### src/design/ptt_pkg.sv
// shared constants, types and codes of the periodic tick table
package ptt_pkg;

	localparam int NUM_SLOTS    = 8;
	localparam int PERIOD_WIDTH = 16;

	localparam int SLOT_W  = (NUM_SLOTS > 1) ? $clog2(NUM_SLOTS) : 1;
	localparam int COUNT_W = $clog2(NUM_SLOTS + 1);

	// fixed field widths of the channels
	localparam int PERIOD_IN_W = 16;
	localparam int SLOT_IDX_W  = 3;
	localparam int FIRE_W      = 8;
	localparam int TASK_CNT_W  = 4;

	localparam logic OP_TICK = 1'b0;
	localparam logic OP_ADD  = 1'b1;

	typedef enum logic [1:0] {
		ST_IDLE,
		ST_SCAN,
		ST_DONE
	} state_t;

	typedef struct packed {
		logic                    we_rem;
		logic                    we_per;
		logic [SLOT_W-1:0]       addr;
		logic [PERIOD_WIDTH-1:0] rem_data;
		logic [PERIOD_WIDTH-1:0] per_data;
	} store_ctrl_t;

	typedef struct packed {
		logic                 accepted;
		logic [SLOT_W-1:0]    slot;
		logic [NUM_SLOTS-1:0] fired;
		logic [COUNT_W-1:0]   count;
	} result_t;

endpackage

### src/design/ptt_slot_store.sv
// period and remaining-count registers of the slots
module ptt_slot_store import ptt_pkg::*; (
	input  logic                    clk,
	input  store_ctrl_t             ctrl,
	output logic [PERIOD_WIDTH-1:0] rd_rem,
	output logic [PERIOD_WIDTH-1:0] rd_per
);

	logic [PERIOD_WIDTH-1:0] rem_q [NUM_SLOTS];
	logic [PERIOD_WIDTH-1:0] per_q [NUM_SLOTS];

	always_ff @(posedge clk) begin
		if (ctrl.we_rem) begin
			rem_q[ctrl.addr] <= ctrl.rem_data;
		end
		if (ctrl.we_per) begin
			per_q[ctrl.addr] <= ctrl.per_data;
		end
	end

	assign rd_rem = rem_q[ctrl.addr];
	assign rd_per = per_q[ctrl.addr];

endmodule

### config.mk
export PLATFORM = sky130hd
export DESIGN_NAME = ptt_slot_store
export DESIGN_NICKNAME = d
export VERILOG_FILES = /design/src/design/ptt_pkg.sv /design/src/design/ptt_slot_store.sv
export SDC_FILE = /design/constraint.sdc
export NUM_CORES = 1
export LEC_CHECK = 0
export BUFFER_PORTS_ARGS = -buffer_cell sky130_fd_sc_hd__buf_2
export CORE_UTILIZATION = 61
export CTS_CLUSTER_DIAMETER = 120
export CTS_CLUSTER_SIZE = 28
export DETAILED_ROUTE_END_ITERATION = 8
export PLACE_DENSITY = 0.91
export SLEW_MARGIN = 30
export SYNTH_ARGS = -nofsm -noshare
export SYNTH_HDL_FRONTEND = slang
export SYNTH_SLANG_ARGS = --single-unit
### constraint.sdc
create_clock -name clk -period 6.5 [get_ports clk]
set_clock_uncertainty 0.2 [all_clocks]
set_input_delay 0.325 -clock clk [delete_from_list [all_inputs] [get_ports clk]]
set_output_delay 0.325 -clock clk [all_outputs]
set_load 0.02 [all_outputs]
==> flow_metrics.py <==
metrics = {
    "outcome": {
        "status": "complete, no violations",
    },
    "final_layout": {
        "drive_above_1_share_pct": 34.8,
        "antenna_cells": 0,
        "area_growth_pct": 13.5,
        "utilization_pct": 70.7,
        "final_net_count": 547,
        "nFillCells": 928,
        "finalInstanceArea_sq_um": 11100,
    },
    "detailed_routing": {
        "firstDrtPassIters": 5,
        "ant_nets": 0,
        "wl_per_cell_microns": 24.3,
        "viasPerCell": 6.12,
        "drt-total-wl_mm": 17.6,
        "vias": 4432,
        "post-route-drc-count": 0,
        "drt_first_iter_violations": 385,
    },
    "global_route": {
        "antenna_found_initial": 0,
        "grt_max_degree": 40,
        "grt_pass1_vias": 4672,
        "grt_overflow": 0,
        "grt_pass1_wl_mm": 26.8,
        "grt_usage_pct": 22.6,
    },
    "sta": {
        "tightestPinTransition_ps": 748,
        "rsz0062_at_grt": "false",
        "fmax_ghz": 0.317,
        "hold_viol_final": 0,
        "slew-limit-headroom_pct": 50.2,
        "setup-violations-final": 0,
        "maxSlewViolCount": 0,
        "fin_crit_sh_pct": 48.6,
        "fin_crit_ps": 3160,
        "finalSetupTns_ps": 0,
    },
    "worst_hold_path": {
        "hold_end": "per_q[4][1]$_DFFE_PP_",
        "hold_start": "ctrl[35]",
        "hold_path_depth": 3,
        "min_path_type": "input port to flip-flop",
    },
    "clock_tree": {
        "path_clk_slew_ps": 100,
        "cts_tree": "yes",
        "cts-root-buf": "clkbuf_16",
        "cts-htree-levels": 1,
        "clock-sinks": 256,
        "cts_setup_buffers": 0,
        "cts.path.max_buffers": 3,
        "numCtsBuffers": 13,
    },
    "pwr": {
        "p_per_area_nw_per_um2": 264,
        "vdd_drop_max_v": 0.000308,
        "total_power_uw": 2940,
        "leakage_uw": 0.00368,
    },
    "worst_setup_path": {
        "cpMostUsedCell": "buf_4",
        "cp_max_fo": 38,
        "critPathCaptureType": "primary output",
        "slowest_delay_ps": 680,
        "path_buf_inv": 3,
        "crit_path_start_kind": "input port",
        "worstSetupPathType": "input port to primary output",
        "path_cells": "buf_4, buf_4, mux4_1, mux2_2, buf_2",
        "critPathTopFamily": "buffers and inverters",
        "cp.arrival_ps": 2630,
        "required_ps": 5970,
        "cp_slowest_cell": "buf_4",
    },
    "placement": {
        "dp_hpwl_mm": 9.98,
        "io_buffer_count": 69,
        "placed_cell_area_sq_um": 10500,
        "gp_congestion": 0.705,
    },
    "logic_synthesis": {
        "synthesis.nets": 433,
        "synth_seq_cells": 256,
        "ys_seq_area_share_pct": 78.3,
        "ys_top_cells_by_count": "256 x edfxtp_1, 40 x mux4_2, 32 x mux2_2",
        "synth_edf_count": 256,
        "synthArstFlopShare_pct": 0,
        "ys_types": 12,
        "yosys_warnings": 0,
        "syn_area_sq_um": 9820,
        "synth_area_leader_cell": "edfxtp_1",
        "synth_area_per_cell_sq_um": 24.9,
        "netlist_instances": 395,
        "synth_top_area_share_pct": 78.3,
        "synth_ff_type": "edfxtp_1",
        "synth.most_common_cell": "edfxtp_1",
        "ys_top_cells_by_area": "edfxtp_1 78%, mux4_2 9.2%, mux4_1 6.4%",
    },
    "floorplan": {
        "fp.coreArea_sq_um": 15800,
        "die_h_microns": 129,
        "ioPinCount": 70,
        "die_w_microns": 129,
        "dieArea_sq_um": 16600,
        "rows": 46,
        "start_util_pct": 62.3,
    },
    "job": {
        "drv_cap": 0,
    },
}
## sequential cells by signal (all words and copies together), names as in the netlist
signal and cells:
rem_q 128, per_q 128
## stage by stage
step	cells	setup slack [ps]	hold WS, ps
floorplan	395	3760	224
global placement	677	3340	373
detailed placement	677	3210	390
CTS	723	3290	281
global route	724	3170	188
finish	724	3340	188
## metal layers
layer  track usage (%)  wire length (microns)  part of all wire, %
met1              30.3                   7160                   41
met2              39.5                   9180                   52
met3              3.04                    857                  4.9
met4              6.71                    387                  2.2
met5                 0                      0                    0
## report_power, final
| part | switching (uW) | internal [uW] |
|---|---|---|
| sequential | 12.8 | 1870 |
| clock | 457 | 370 |
| combinational | 128 | 107 |
## cells by family (layout without fill, tap and decap cells)
logic type             count (synthesis)  in the layout  synth area share (%)
buffers and inverters                 20            133                  1.39
muxes                                 96             96                  19.3
DFF                                  256            256                  78.3
and+or+nand+nor                       23             23                  1.03
## cell type report
type,count,area (sq um),area share (%)
repair buffers,119,810,7.27
multi-input cells,119,2020,18.1
clock inverters,1,30.0,0.270
flip-flops and latches,256,7690,69.0
well taps,216,270,2.43
clock buffers,13,325,2.92
## worst max path at each step
stage,from,end,slack [ps],cells past startpoint
global route,ctrl[32],rd_rem[4],3170,5
finish,ctrl[32],rd_rem[15],3340,5
detailed placement,ctrl[34],per_q[4][12]$_DFFE_PP_,3210,4
CTS,ctrl[32],rd_rem[7],3290,5
floorplan,ctrl[34],per_q[4][0]$_DFFE_PP_,3760,5
global placement,ctrl[32],rd_rem[1],3340,5
## repair_timing
action / in CTS / in global routing
endpoints found under the hold margin: 256 / 0
resized for setup: 0 / 0
hold buffers: 32 / 0
## layout by cell type (no fill, tap or decap)
| cell type | netlist | final |
|---|---|---|
| edfxtp_1 | 256 | 256 |
| buf_2 | 4 | 67 |
| mux4_2 | 40 | 40 |
| mux2_2 | 32 | 32 |
| dlygate4sd3_1 | 0 | 32 |
| mux4_1 | 24 | 24 |
| buf_4 | 1 | 19 |
| clkbuf_16 | 0 | 13 |
| nor2_1 | 12 | 12 |
| nand2b_1 | 4 | 4 |
| nand2_1 | 3 | 3 |
| nor3_2 | 0 | 3 |
| nor3_4 | 0 | 1 |
| clkinv_16 | 0 | 1 |
| buf_6 | 7 | 1 |
Note: power is estimated with default switching activity, not from simulation.
