## src/design/ptt_pkg.sv

```systemverilog
// shared constants, types and codes of the periodic tick table
package ptt_pkg;

	localparam int NUM_SLOTS    = 8;
	localparam int PERIOD_WIDTH = 16;

	localparam int SLOT_W  = (NUM_SLOTS > 1) ? $clog2(NUM_SLOTS) : 1;
	localparam int COUNT_W = $clog2(NUM_SLOTS + 1);

	// fixed field widths of the channels
	localparam int PERIOD_IN_W = 16;
	localparam int SLOT_IDX_W  = 3;
	localparam int FIRE_W      = 8;
	localparam int TASK_CNT_W  = 4;

	localparam logic OP_TICK = 1'b0;
	localparam logic OP_ADD  = 1'b1;

	typedef enum logic [1:0] {
		ST_IDLE,
		ST_SCAN,
		ST_DONE
	} state_t;

	typedef struct packed {
		logic                    we_rem;
		logic                    we_per;
		logic [SLOT_W-1:0]       addr;
		logic [PERIOD_WIDTH-1:0] rem_data;
		logic [PERIOD_WIDTH-1:0] per_data;
	} store_ctrl_t;

	typedef struct packed {
		logic                 accepted;
		logic [SLOT_W-1:0]    slot;
		logic [NUM_SLOTS-1:0] fired;
		logic [COUNT_W-1:0]   count;
	} result_t;

endpackage

```

## src/design/ptt_count_unit.sv

```systemverilog
// shared countdown unit: zero detect, decrement or reload
module ptt_count_unit import ptt_pkg::*; (
	input  logic [PERIOD_WIDTH-1:0] rem,
	input  logic [PERIOD_WIDTH-1:0] per,
	output logic                    fire,
	output logic [PERIOD_WIDTH-1:0] next
);

	assign fire = (rem == '0);
	assign next = fire ? (per - PERIOD_WIDTH'(1)) : (rem - PERIOD_WIDTH'(1));

endmodule

```

## config.mk

```make
export PLATFORM = sky130hd
export DESIGN_NAME = ptt_count_unit
export DESIGN_NICKNAME = d
export VERILOG_FILES = /design/src/design/ptt_pkg.sv /design/src/design/ptt_count_unit.sv
export SDC_FILE = /design/constraint.sdc
export NUM_CORES = 1
export LEC_CHECK = 0
export ABC_AREA = 1
export BUFFER_PORTS_ARGS = -buffer_cell sky130_fd_sc_hd__buf_4
export CAP_MARGIN = 20
export CORE_UTILIZATION = 35
export DETAILED_ROUTE_END_ITERATION = 10
export GPL_TIMING_DRIVEN = 1
export PLACE_DENSITY = 0.71
export SYNTH_ARGS = -nofsm -noshare
export SYNTH_HDL_FRONTEND = slang
export SYNTH_SLANG_ARGS = --single-unit
```

## constraint.sdc

```tcl
create_clock -name vclk -period 1.54
set_input_delay 0.231 -clock vclk [all_inputs]
set_output_delay 0.231 -clock vclk [all_outputs]
set_load 0.02 [all_outputs]
```

==> parameters.txt <==
Parameter                              Value

Critical path
  Worst Path Arrival ... around 1700 ps
  Kind of cell with the highest combined delay on the critical path ... simple AND/OR/NAND/NOR gates
  Endpoint class of the critical path ... primary output
  Worst Path Class, Setup ... input pin to primary output
  Critical-path maximum fanout ... 7
  Most frequent cell on the critical path ... sky130_fd_sc_hd__nand2_2
  Category of the worst setup path launch point ... input pin
  Critical path's slowest cell ... sky130_fd_sc_hd__nor2_8
  Number of buffers and inverters on the critical path ... 3
  Delay of the slowest cell on the worst path ... between 150 and 200 ps
  Worst path required time ... about 1300 ps
  Cell Chain, Critical Path ... buf_4 -> nor2_4 -> nand2_2 -> nor2_4 -> buf_6 -> nand3b_1 -> nand2_2 -> nand3_4 -> nor2_8 -> nand2_1 -> nand2_1 -> nand2_2 -> buf_6

Power and ir drop
  Pwr dens ... 222 nW/um^2
  Worst VDD drop ... about 0.16 mV
  Total design power ... approximately 0.37 mW
  Static leakage ... between 0.8 and 0.9 nW

STA
  Setup repair after global routing missed its margin ... yes
  Period Utilization, post-route ... 1.28
  Fin. Hold Viols ... 0
  Transition time at the pin with the least slew margin ... 208 ps
  PnR worst setup slack ... -433 ps
  Final min period ... a little under 2000 ps
  Final hold slack ... approximately 860 ps
  Pins over their slew limit ... 0
  Fmax achieved ... between 0.5 and 0.6 GHz
  Headroom to the max-slew limit ... 0.861
  Number of endpoints failing setup at the final stage ... 16

Placed design
  Gp weighted congestion ... 0.808
  Placed wire-length estimate ... between 2000 and 2500 um
  Number of buffers added on ports ... just under 50

Routing
  Initial DRT Pass Iterations ... 4
  Per-cell via count in the routed design ... roughly 4.7
  Remaining antenna violation count after routing ... 0
  Overall routed net length ... between 2000 and 3000 um
  DRC errors left ... 0
  Vias post-DR ... 1203
  DR WL/cell ... about 11 um
  Initial DRC count ... 26

Floorplanning
  Core footprint ... 2000 um^2
  Die Height ... between 40 and 50 um
  Std-Cell Rows ... 16
  Starting Density ... 0.381
  Die area ... about 2400 um^2
  Chip width ... around 49 um
  Top-Level Pins ... 49

Global route
  First-pass GRT wire length ... between 4000 and 5000 um
  Antenna violations before repair ... 0
  Overall routing resource usage ... 0.239
  Congestion Overflow GR ... 0
  Maximum number of pins on one net before global-route repair ... 14
  Vias in the first global route ... ~1.2k

Synthesis
  Post-Syn Area ... 763 um^2
  Synth warn ... 0
  Top-area cell type share of the netlist area ... 0.266
  Post-synth top area cell ... sky130_fd_sc_hd__nand2_1
  Syn avg cell area ... 4.92 um^2
  Register area share after synthesis ... 0
  Top cells by area, synth ... sky130_fd_sc_hd__nand2_1, sky130_fd_sc_hd__inv_1, sky130_fd_sc_hd__nor2_1
  Most frequent cell after synthesis ... sky130_fd_sc_hd__nand2_1
  Top post-synthesis cells by count ... sky130_fd_sc_hd__nand2_1, sky130_fd_sc_hd__inv_1, sky130_fd_sc_hd__nor2_1
  Post-Synthesis Net Count ... ~190
  Number of distinct library cell variants in the gate-level netlist after synthesis ... 18
  Mapped Cells ... approximately 160

Flow run
  Maxcap violations ... 0

Outcome
  Violations in the final reports ... setup timing
  Outcome ... finished with violations

Worst hold path
  Worst min-delay path class ... input pin to primary output

Layout
  Share of final-layout standard cells stronger than drive strength 1 ... 0.548
  Growth of design area from synthesis to finish ... 118%
  ANT cells ... 0
  Flip-flop and latch count ... 0
  Clock tree buffer count of the final layout ... 0
  Combined flip-flop and latch cell area ... 0 um^2
  Net count, final ... roughly 270

CTS
  Number of buffers added to fix hold violations after cts ... 0
-- tightest hold or removal path: stages --
cell	delay, ps
sky130_fd_sc_hd__buf_6	70
sky130_fd_sc_hd__a21oi_1	50
sky130_fd_sc_hd__inv_1	60
sky130_fd_sc_hd__nand2_2	50
sky130_fd_sc_hd__nand2_2	40
sky130_fd_sc_hd__buf_4	130
-- per-stage QoR --
step                area (um^2)  TNS (ps)  utilization  worst slack (ps)  cells
floorplan                   941     -1240            -              -178    155
global placement           1510     -5180        0.753              -409    253
detailed placement         1510     -6030        0.753              -492    253
CTS                        1580     -5280        0.791              -410    257
global route               1660     -7060        0.831              -564    257
finish                     1660     -5320        0.831              -433    257
-- report_power, final --
part	total [mW]	switching, mW	leakage (nW)	internal [mW]
sequential	0	0	0	0
clock	0	0	0	0
combinational	0.370	0.178	0.852	0.192
-- layout by cell type (no fill, tap or decap) --
cell / Yosys / final
sky130_fd_sc_hd__o21ai_4: 0 / 1
sky130_fd_sc_hd__nor2_8: 1 / 1
sky130_fd_sc_hd__nand3b_1: 6 / 6
sky130_fd_sc_hd__nand3_1: 15 / 15
sky130_fd_sc_hd__buf_4: 2 / 53
sky130_fd_sc_hd__nand2_4: 0 / 1
sky130_fd_sc_hd__xor2_2: 0 / 1
sky130_fd_sc_hd__xnor2_1: 1 / 1
sky130_fd_sc_hd__xor2_1: 5 / 1
sky130_fd_sc_hd__inv_1: 27 / 27
sky130_fd_sc_hd__ha_4: 0 / 1
sky130_fd_sc_hd__nor2_1: 26 / 16
sky130_fd_sc_hd__xor2_4: 0 / 3
sky130_fd_sc_hd__a21oi_1: 1 / 1
sky130_fd_sc_hd__nor2_4: 3 / 11
sky130_fd_sc_hd__nand3_4: 1 / 2
sky130_fd_sc_hd__nand4_1: 2 / 2
sky130_fd_sc_hd__nand2_2: 3 / 21
sky130_fd_sc_hd__nand3_2: 3 / 2
sky130_fd_sc_hd__nor2_2: 3 / 5
sky130_fd_sc_hd__nand2_1: 54 / 35
sky130_fd_sc_hd__buf_6: 0 / 24
-- area by class of cell --
class | count | area (um^2)
inverter | 27 | 101
tap | 27 | 33.8
timing repair buffer | 77 | 668
multi-input combinational | 126 | 860
fill | 134 | 339
-- path summary, 6_finish.rpt --
check                   start  endpoint  slack, ps  cells past startpoint
worst min-delay path  rem[15]  next[15]        860                      6
worst max-delay path  rem[13]   next[9]       -430                     13
-- logic make-up after synthesis --
logic type | count (synthesis) | share of synthesized area
fa+ha+maj | 1 | 0.0164
buf+inv | 29 | 0.152
compound gates | 2 | 0.0131
xor+xnor | 6 | 0.0689
simple gates | 117 | 0.749
-- repair_timing --
| item | in CTS | in global routing |
|---|---|---|
| setup endpoints to repair | 15 | 17 |
| pin swaps | 17 | 25 |
| resized for setup | 13 | 23 |
| hold endpoints to repair | 0 | 0 |
| setup buffers | 4 | 0 |
-- layer usage --
| layer | track usage | routed length (um) | vias up | part of all wire |
|---|---|---|---|---|
| li1 | - | - | 620 | - |
| met1 | 0.253 | 1090 | 538 | 0.38 |
| met2 | 0.498 | 1650 | 37 | 0.57 |
| met3 | 0 | 71 | 8 | 0.025 |
| met4 | 0.0784 | 65 | 0 | 0.023 |
| met5 | 0 | 0 | - | 0 |
(Power assumes the default switching activity.)
