File: config.mk
export PLATFORM = sky130hd
export DESIGN_NAME = ptt_seq
export DESIGN_NICKNAME = d
export VERILOG_FILES = /design/src/design/ptt_pkg.sv /design/src/design/ptt_seq.sv
export SDC_FILE = /design/constraint.sdc
export NUM_CORES = 1
export LEC_CHECK = 0
export BUFFER_PORTS_ARGS = -buffer_cell sky130_fd_sc_hd__buf_4
export CAP_MARGIN = 0
export CELL_PAD_IN_SITES_DETAIL_PLACEMENT = 0
export CELL_PAD_IN_SITES_GLOBAL_PLACEMENT = 1
export CORE_ASPECT_RATIO = 0.5
export CORE_MARGIN = 2
export CORE_UTILIZATION = 29
export DETAILED_ROUTE_END_ITERATION = 6
export PLACE_DENSITY = 0.85
export SLEW_MARGIN = 40
export SYNTH_ARGS = -nofsm -noshare
export SYNTH_HDL_FRONTEND = slang
export SYNTH_SLANG_ARGS = --single-unit
export TNS_END_PERCENT = 20
File: constraint.sdc
create_clock -name clk -period 2.17 [get_ports clk]
set_input_delay 0 -clock clk [delete_from_list [all_inputs] [get_ports clk]]
set_output_delay 0 -clock clk [all_outputs]
set_load 0.005 [all_outputs]
File: src/design/ptt_pkg.sv
// shared constants, types and codes of the periodic tick table
package ptt_pkg;

	localparam int NUM_SLOTS    = 8;
	localparam int PERIOD_WIDTH = 16;

	localparam int SLOT_W  = (NUM_SLOTS > 1) ? $clog2(NUM_SLOTS) : 1;
	localparam int COUNT_W = $clog2(NUM_SLOTS + 1);

	// fixed field widths of the channels
	localparam int PERIOD_IN_W = 16;
	localparam int SLOT_IDX_W  = 3;
	localparam int FIRE_W      = 8;
	localparam int TASK_CNT_W  = 4;

	localparam logic OP_TICK = 1'b0;
	localparam logic OP_ADD  = 1'b1;

	typedef enum logic [1:0] {
		ST_IDLE,
		ST_SCAN,
		ST_DONE
	} state_t;

	typedef struct packed {
		logic                    we_rem;
		logic                    we_per;
		logic [SLOT_W-1:0]       addr;
		logic [PERIOD_WIDTH-1:0] rem_data;
		logic [PERIOD_WIDTH-1:0] per_data;
	} store_ctrl_t;

	typedef struct packed {
		logic                 accepted;
		logic [SLOT_W-1:0]    slot;
		logic [NUM_SLOTS-1:0] fired;
		logic [COUNT_W-1:0]   count;
	} result_t;

endpackage

File: src/design/ptt_seq.sv
// sequencer: takes a word, walks the occupied slots, builds the result
module ptt_seq import ptt_pkg::*; (
	input  logic                    clk,
	input  logic                    arst_n,
	input  logic                    in_valid,
	input  logic                    in_op,
	input  logic [PERIOD_IN_W-1:0]  in_period,
	output logic                    in_ready,
	input  logic                    res_free,
	output logic                    res_valid,
	output result_t                 res,
	output store_ctrl_t             ctrl,
	input  logic [PERIOD_WIDTH-1:0] rd_rem,
	input  logic [PERIOD_WIDTH-1:0] rd_per,
	output logic [PERIOD_WIDTH-1:0] unit_rem,
	output logic [PERIOD_WIDTH-1:0] unit_per,
	input  logic                    unit_fire,
	input  logic [PERIOD_WIDTH-1:0] unit_next
);

	state_t                  state_q, state_d;
	logic [COUNT_W-1:0]      count_q;
	logic [SLOT_W-1:0]       idx_q;
	logic [NUM_SLOTS-1:0]    fired_q;
	logic                    op_q;
	logic [PERIOD_WIDTH-1:0] period_q;

	logic take;
	logic full;
	logic last;
	logic add_ok;
	logic commit;

	assign full   = (count_q == COUNT_W'(NUM_SLOTS));
	assign last   = ((COUNT_W'(idx_q) + COUNT_W'(1)) == count_q);
	assign add_ok = (op_q == OP_ADD) && !full && (period_q != '0);

	// a new add reuses the unit as a reload from a zero count
	assign unit_rem = (state_q == ST_SCAN) ? rd_rem : '0;
	assign unit_per = (state_q == ST_SCAN) ? rd_per : period_q;

	always_ff @(posedge clk or negedge arst_n) begin
		if (!arst_n) begin
			state_q <= ST_IDLE;
		end else begin
			state_q <= state_d;
		end
	end

	always_comb begin
		state_d   = state_q;
		in_ready  = 1'b0;
		take      = 1'b0;
		res_valid = 1'b0;
		commit    = 1'b0;
		ctrl      = '{we_rem: 1'b0, we_per: 1'b0, addr: idx_q,
			rem_data: unit_next, per_data: period_q};
		case (state_q)
			ST_IDLE: begin
				in_ready = 1'b1;
				if (in_valid) begin
					take = 1'b1;
					if (in_op == OP_ADD || count_q == '0) begin
						state_d = ST_DONE;
					end else begin
						state_d = ST_SCAN;
					end
				end
			end
			ST_SCAN: begin
				ctrl.we_rem = 1'b1;
				if (last) begin
					state_d = ST_DONE;
				end
			end
			ST_DONE: begin
				ctrl.addr = count_q[SLOT_W-1:0];
				if (res_free) begin
					res_valid = 1'b1;
					state_d   = ST_IDLE;
					if (add_ok) begin
						commit      = 1'b1;
						ctrl.we_rem = 1'b1;
						ctrl.we_per = 1'b1;
					end
				end
			end
			default: begin
				state_d = ST_IDLE;
			end
		endcase
	end

	always_ff @(posedge clk or negedge arst_n) begin
		if (!arst_n) begin
			count_q <= '0;
		end else if (commit) begin
			count_q <= count_q + COUNT_W'(1);
		end
	end

	always_ff @(posedge clk) begin
		if (take) begin
			op_q     <= in_op;
			period_q <= PERIOD_WIDTH'(in_period);
			idx_q    <= '0;
			fired_q  <= '0;
		end else if (state_q == ST_SCAN) begin
			idx_q          <= idx_q + SLOT_W'(1);
			fired_q[idx_q] <= unit_fire;
		end
	end

	always_comb begin
		res.accepted = add_ok;
		res.slot     = add_ok ? count_q[SLOT_W-1:0] : '0;
		res.fired    = (op_q == OP_TICK) ? fired_q : '0;
		res.count    = add_ok ? (count_q + COUNT_W'(1)) : count_q;
	end

endmodule

==> impl_results.md <==
- Post-synth ARST share: 17.6%
- Required @ worst endpoint: between 2000 and 2500 ps
- CP Capture Type: output pin
- WL final: between 6 and 7 mm
- Rows: 22
- Flops & latches, synth: 34
- Full die area: 8120 µm²
- Fin area: between 3000 and 4000 µm²
- Relative slew slack: 68.5%
- Synthesized area: about 2100 µm²
- DR DRC count: 0
- Leak: ~1.5 nW
- Final period utilization: roughly 92%
- Crit path largest cell delay: roughly 440 ps
- Hold Crit Class: in -> out
- P&R area growth vs syn: 56.1%
- Post-DRT Antenna Nets: 0
- Global-route wire length before repair: ~9.2 mm
- CORE AREA: ~7200 µm²
- # Max-Cap Violations: 0
- Final Worst Setup Slack: approximately 170 ps
- Placed cell area: around 3000 µm²
- Max Freq: around 0.50 GHz
- Worst-Margin Slew: 472 ps
- Synthesized Nets: 280
- DP HPWL: approximately 4.6 mm
- RSZ-0062 raised after global routing: false
- Die Height: approximately 65 µm
- Fraction of layout cells with a size suffix above 1: 48.9%
- Vias in the first global route: between 1500 and 2000
- Num ports: ~160
- Fin Clk Skew: a little over 10 ps
- Distinct cells, synth: between 40 and 50
- Post-CTS Setup Inserts: 0
- Final hold vios: 0
- Initial antenna violation count: 0
- Maximum clock path buffer count: 2
- Tot Pwr: ~3.5 mW
- Starting Density: between 20 and 30%
- Clock Latency Late Sink: approximately 270 ps
- Worst path arrival time: approximately 2000 ps
- CTS Buf Count: 5
- Root buffer cell: clkbuf_16
- Number of flops mapped to enable cells by yosys: 17
- H-tree depth: 2
- Worst-path fanout max: 7
- Fin. max-slew vios: 0
- CTS tree: done
- Synth Warn #: 0
- Initial DRC count: 59
- Die width: roughly 130 µm
- Final TNS setup: 0 ps
- Via density: approximately 4.5
- CTS Sinks: 34
- First-pass DRT Iterations: 4
- Via count: 1885
- Syn Area/Cell: approximately 11 µm²
- Global route total overflow: 0
- Pwr Density: between 1000 and 1500 nW/µm²
- Nets@finish: between 400 and 500
- Clk pin slew, worst setup/hold paths: 50 ps
- Antenna cells: 0
- Largest net degree at the start of global routing: 33
- Worst VDD drop: ~0.56 mV
- Routability Congestion: 0.821
- Final setup fails: 0
- # port buffers: ~120
- GRT Total Usage: between 10% and 20%
- Routed len/inst: roughly 14 µm
- DP Worst Slack: 307 ps
- Ys flop type: edfxtp_1
- Cell Chain, Critical Path: nor4_1 -> and4_2 -> nor2_4 -> mux2_1 -> buf_4
- Status: finished, final reports clean
- CP max-delay cell: and4_2
- Clock period minus worst slack: roughly 2000 ps
- Cells after Synth: slightly above 200
- Sequential share of the synthesized area: approximately two fifths
- Critical path type: reg -> out
- Startpoint types: flip-flop
worst max-delay path: cells and delay by family (launching register included):
kind          cells  cell delay, ps
buf+inv           1             140
flops             1             410
mux               1             310
simple gates      3             870
logic make-up (layout without fill, tap and decap cells):
group	after synthesis	count (layout)	share of synthesized area [%]
compound gates	13	13	4.92
xor+xnor	8	8	3.28
fa+ha+maj	7	7	4.10
buf+inv	38	160	10.8
flops	34	34	41.2
mux	30	30	15.3
simple gates	73	73	20.5
synthesized netlist by cell type (4+ instances only):
master    instances  share of area (%)
buf_4            19                6.7
mux2_2           19                 10
and2_1           18                5.3
edfxtp_1         17                 24
nor2_1           12                2.1
dfxtp_1          11                 10
clkbuf_1          9                1.6
mux2i_1           9                4.2
nor2b_1           9                2.6
ha_1              7                4.1
nand2_1           7                1.2
dfrtp_1           6                7.0
inv_1             5               0.88
nor4_1            5                1.5
xor2_1            5                2.0
nor3b_1           4                1.4
what timing repair did:
action                     4_1_cts  5_1_grt
hold buffers                    18        0
resized for setup                0        3
setup endpoints to repair        0        2
hold endpoints to repair        24        0
power breakdown:
| group | switching, mW | total [mW] | leakage [nW] | internal [mW] |
|---|---|---|---|---|
| Combinational | 0.740 | 1.73 | 1.13 | 0.993 |
| Sequential | 0.211 | 1.07 | 0.322 | 0.859 |
| Clock | 0.237 | 0.655 | 0.0683 | 0.418 |
worst paths after layout:
| check | from | to | slack, ps | depth (start not counted) |
|---|---|---|---|---|
| min reg2reg | fired_q[2] | fired_q[2] | 480 | 2 |
| min | unit_next[9] | ctrl[25] | 0.001 | 0 |
| min in group asynchronous | arst_n | count_q[2] | 70 | 2 |
| max | period_q[6] | res[1] | 170 | 5 |
| max reg2reg | count_q[1] | count_q[1] | 320 | 6 |
| max in group asynchronous | arst_n | state_q[0] | 1970 | 2 |
metrics by stage:
stage	hold WS, ps	instances	util (%)
2_1_floorplan	-296	203	-
3_3_place_gp	-188	395	41.6
3_5_place_dp	-185	395	41.6
4_1_cts	0.0601	421	46.0
5_1_grt	0.00857	421	46.1
6_report	0.00143	421	46.1
layout make-up:
class,count,area (µm²)
sequential,34,881
inverter,6,22.5
clock buffer,6,129
timing repair buffer,146,1140
multi-input combinational,131,1040
tap,96,120
fill,649,3900
clock inverter,2,8.76
sequential cells by signal (all words and copies together), names as in the netlist:
name	cells
op_q	1
state_q	2
fired_q	8
idx_q	3
period_q	16
count_q	4
metal layers:
layer	GRT usage, %	up-vias	share of wire [%]
met1	17.2	899	41
met3	3.22	20	3.4
met2	25.3	38	53
li1	-	928	-
met4	4.72	0	2.2
met5	0	-	0
layout by cell type, fill, tap and decap left out, drive strengths merged, types with 2 or more instances in the layout:
cell / count
clkbuf: 6
nand3: 2
ha: 7
nand4b: 2
xor2: 5
a21oi: 3
dfrtp: 6
inv: 6
nor2: 12
buf: 128
mux2: 21
nor3b: 5
nand2: 7
mux2i: 9
dlygate4sd3: 18
and2: 18
nand3b: 3
clkinv: 2
nor4: 5
nor2b: 9
dfxtp: 11
nor3: 4
xnor2: 3
edfxtp: 17
nand2b: 3
o41ai: 2
Note: power is estimated with default switching activity, not from simulation.
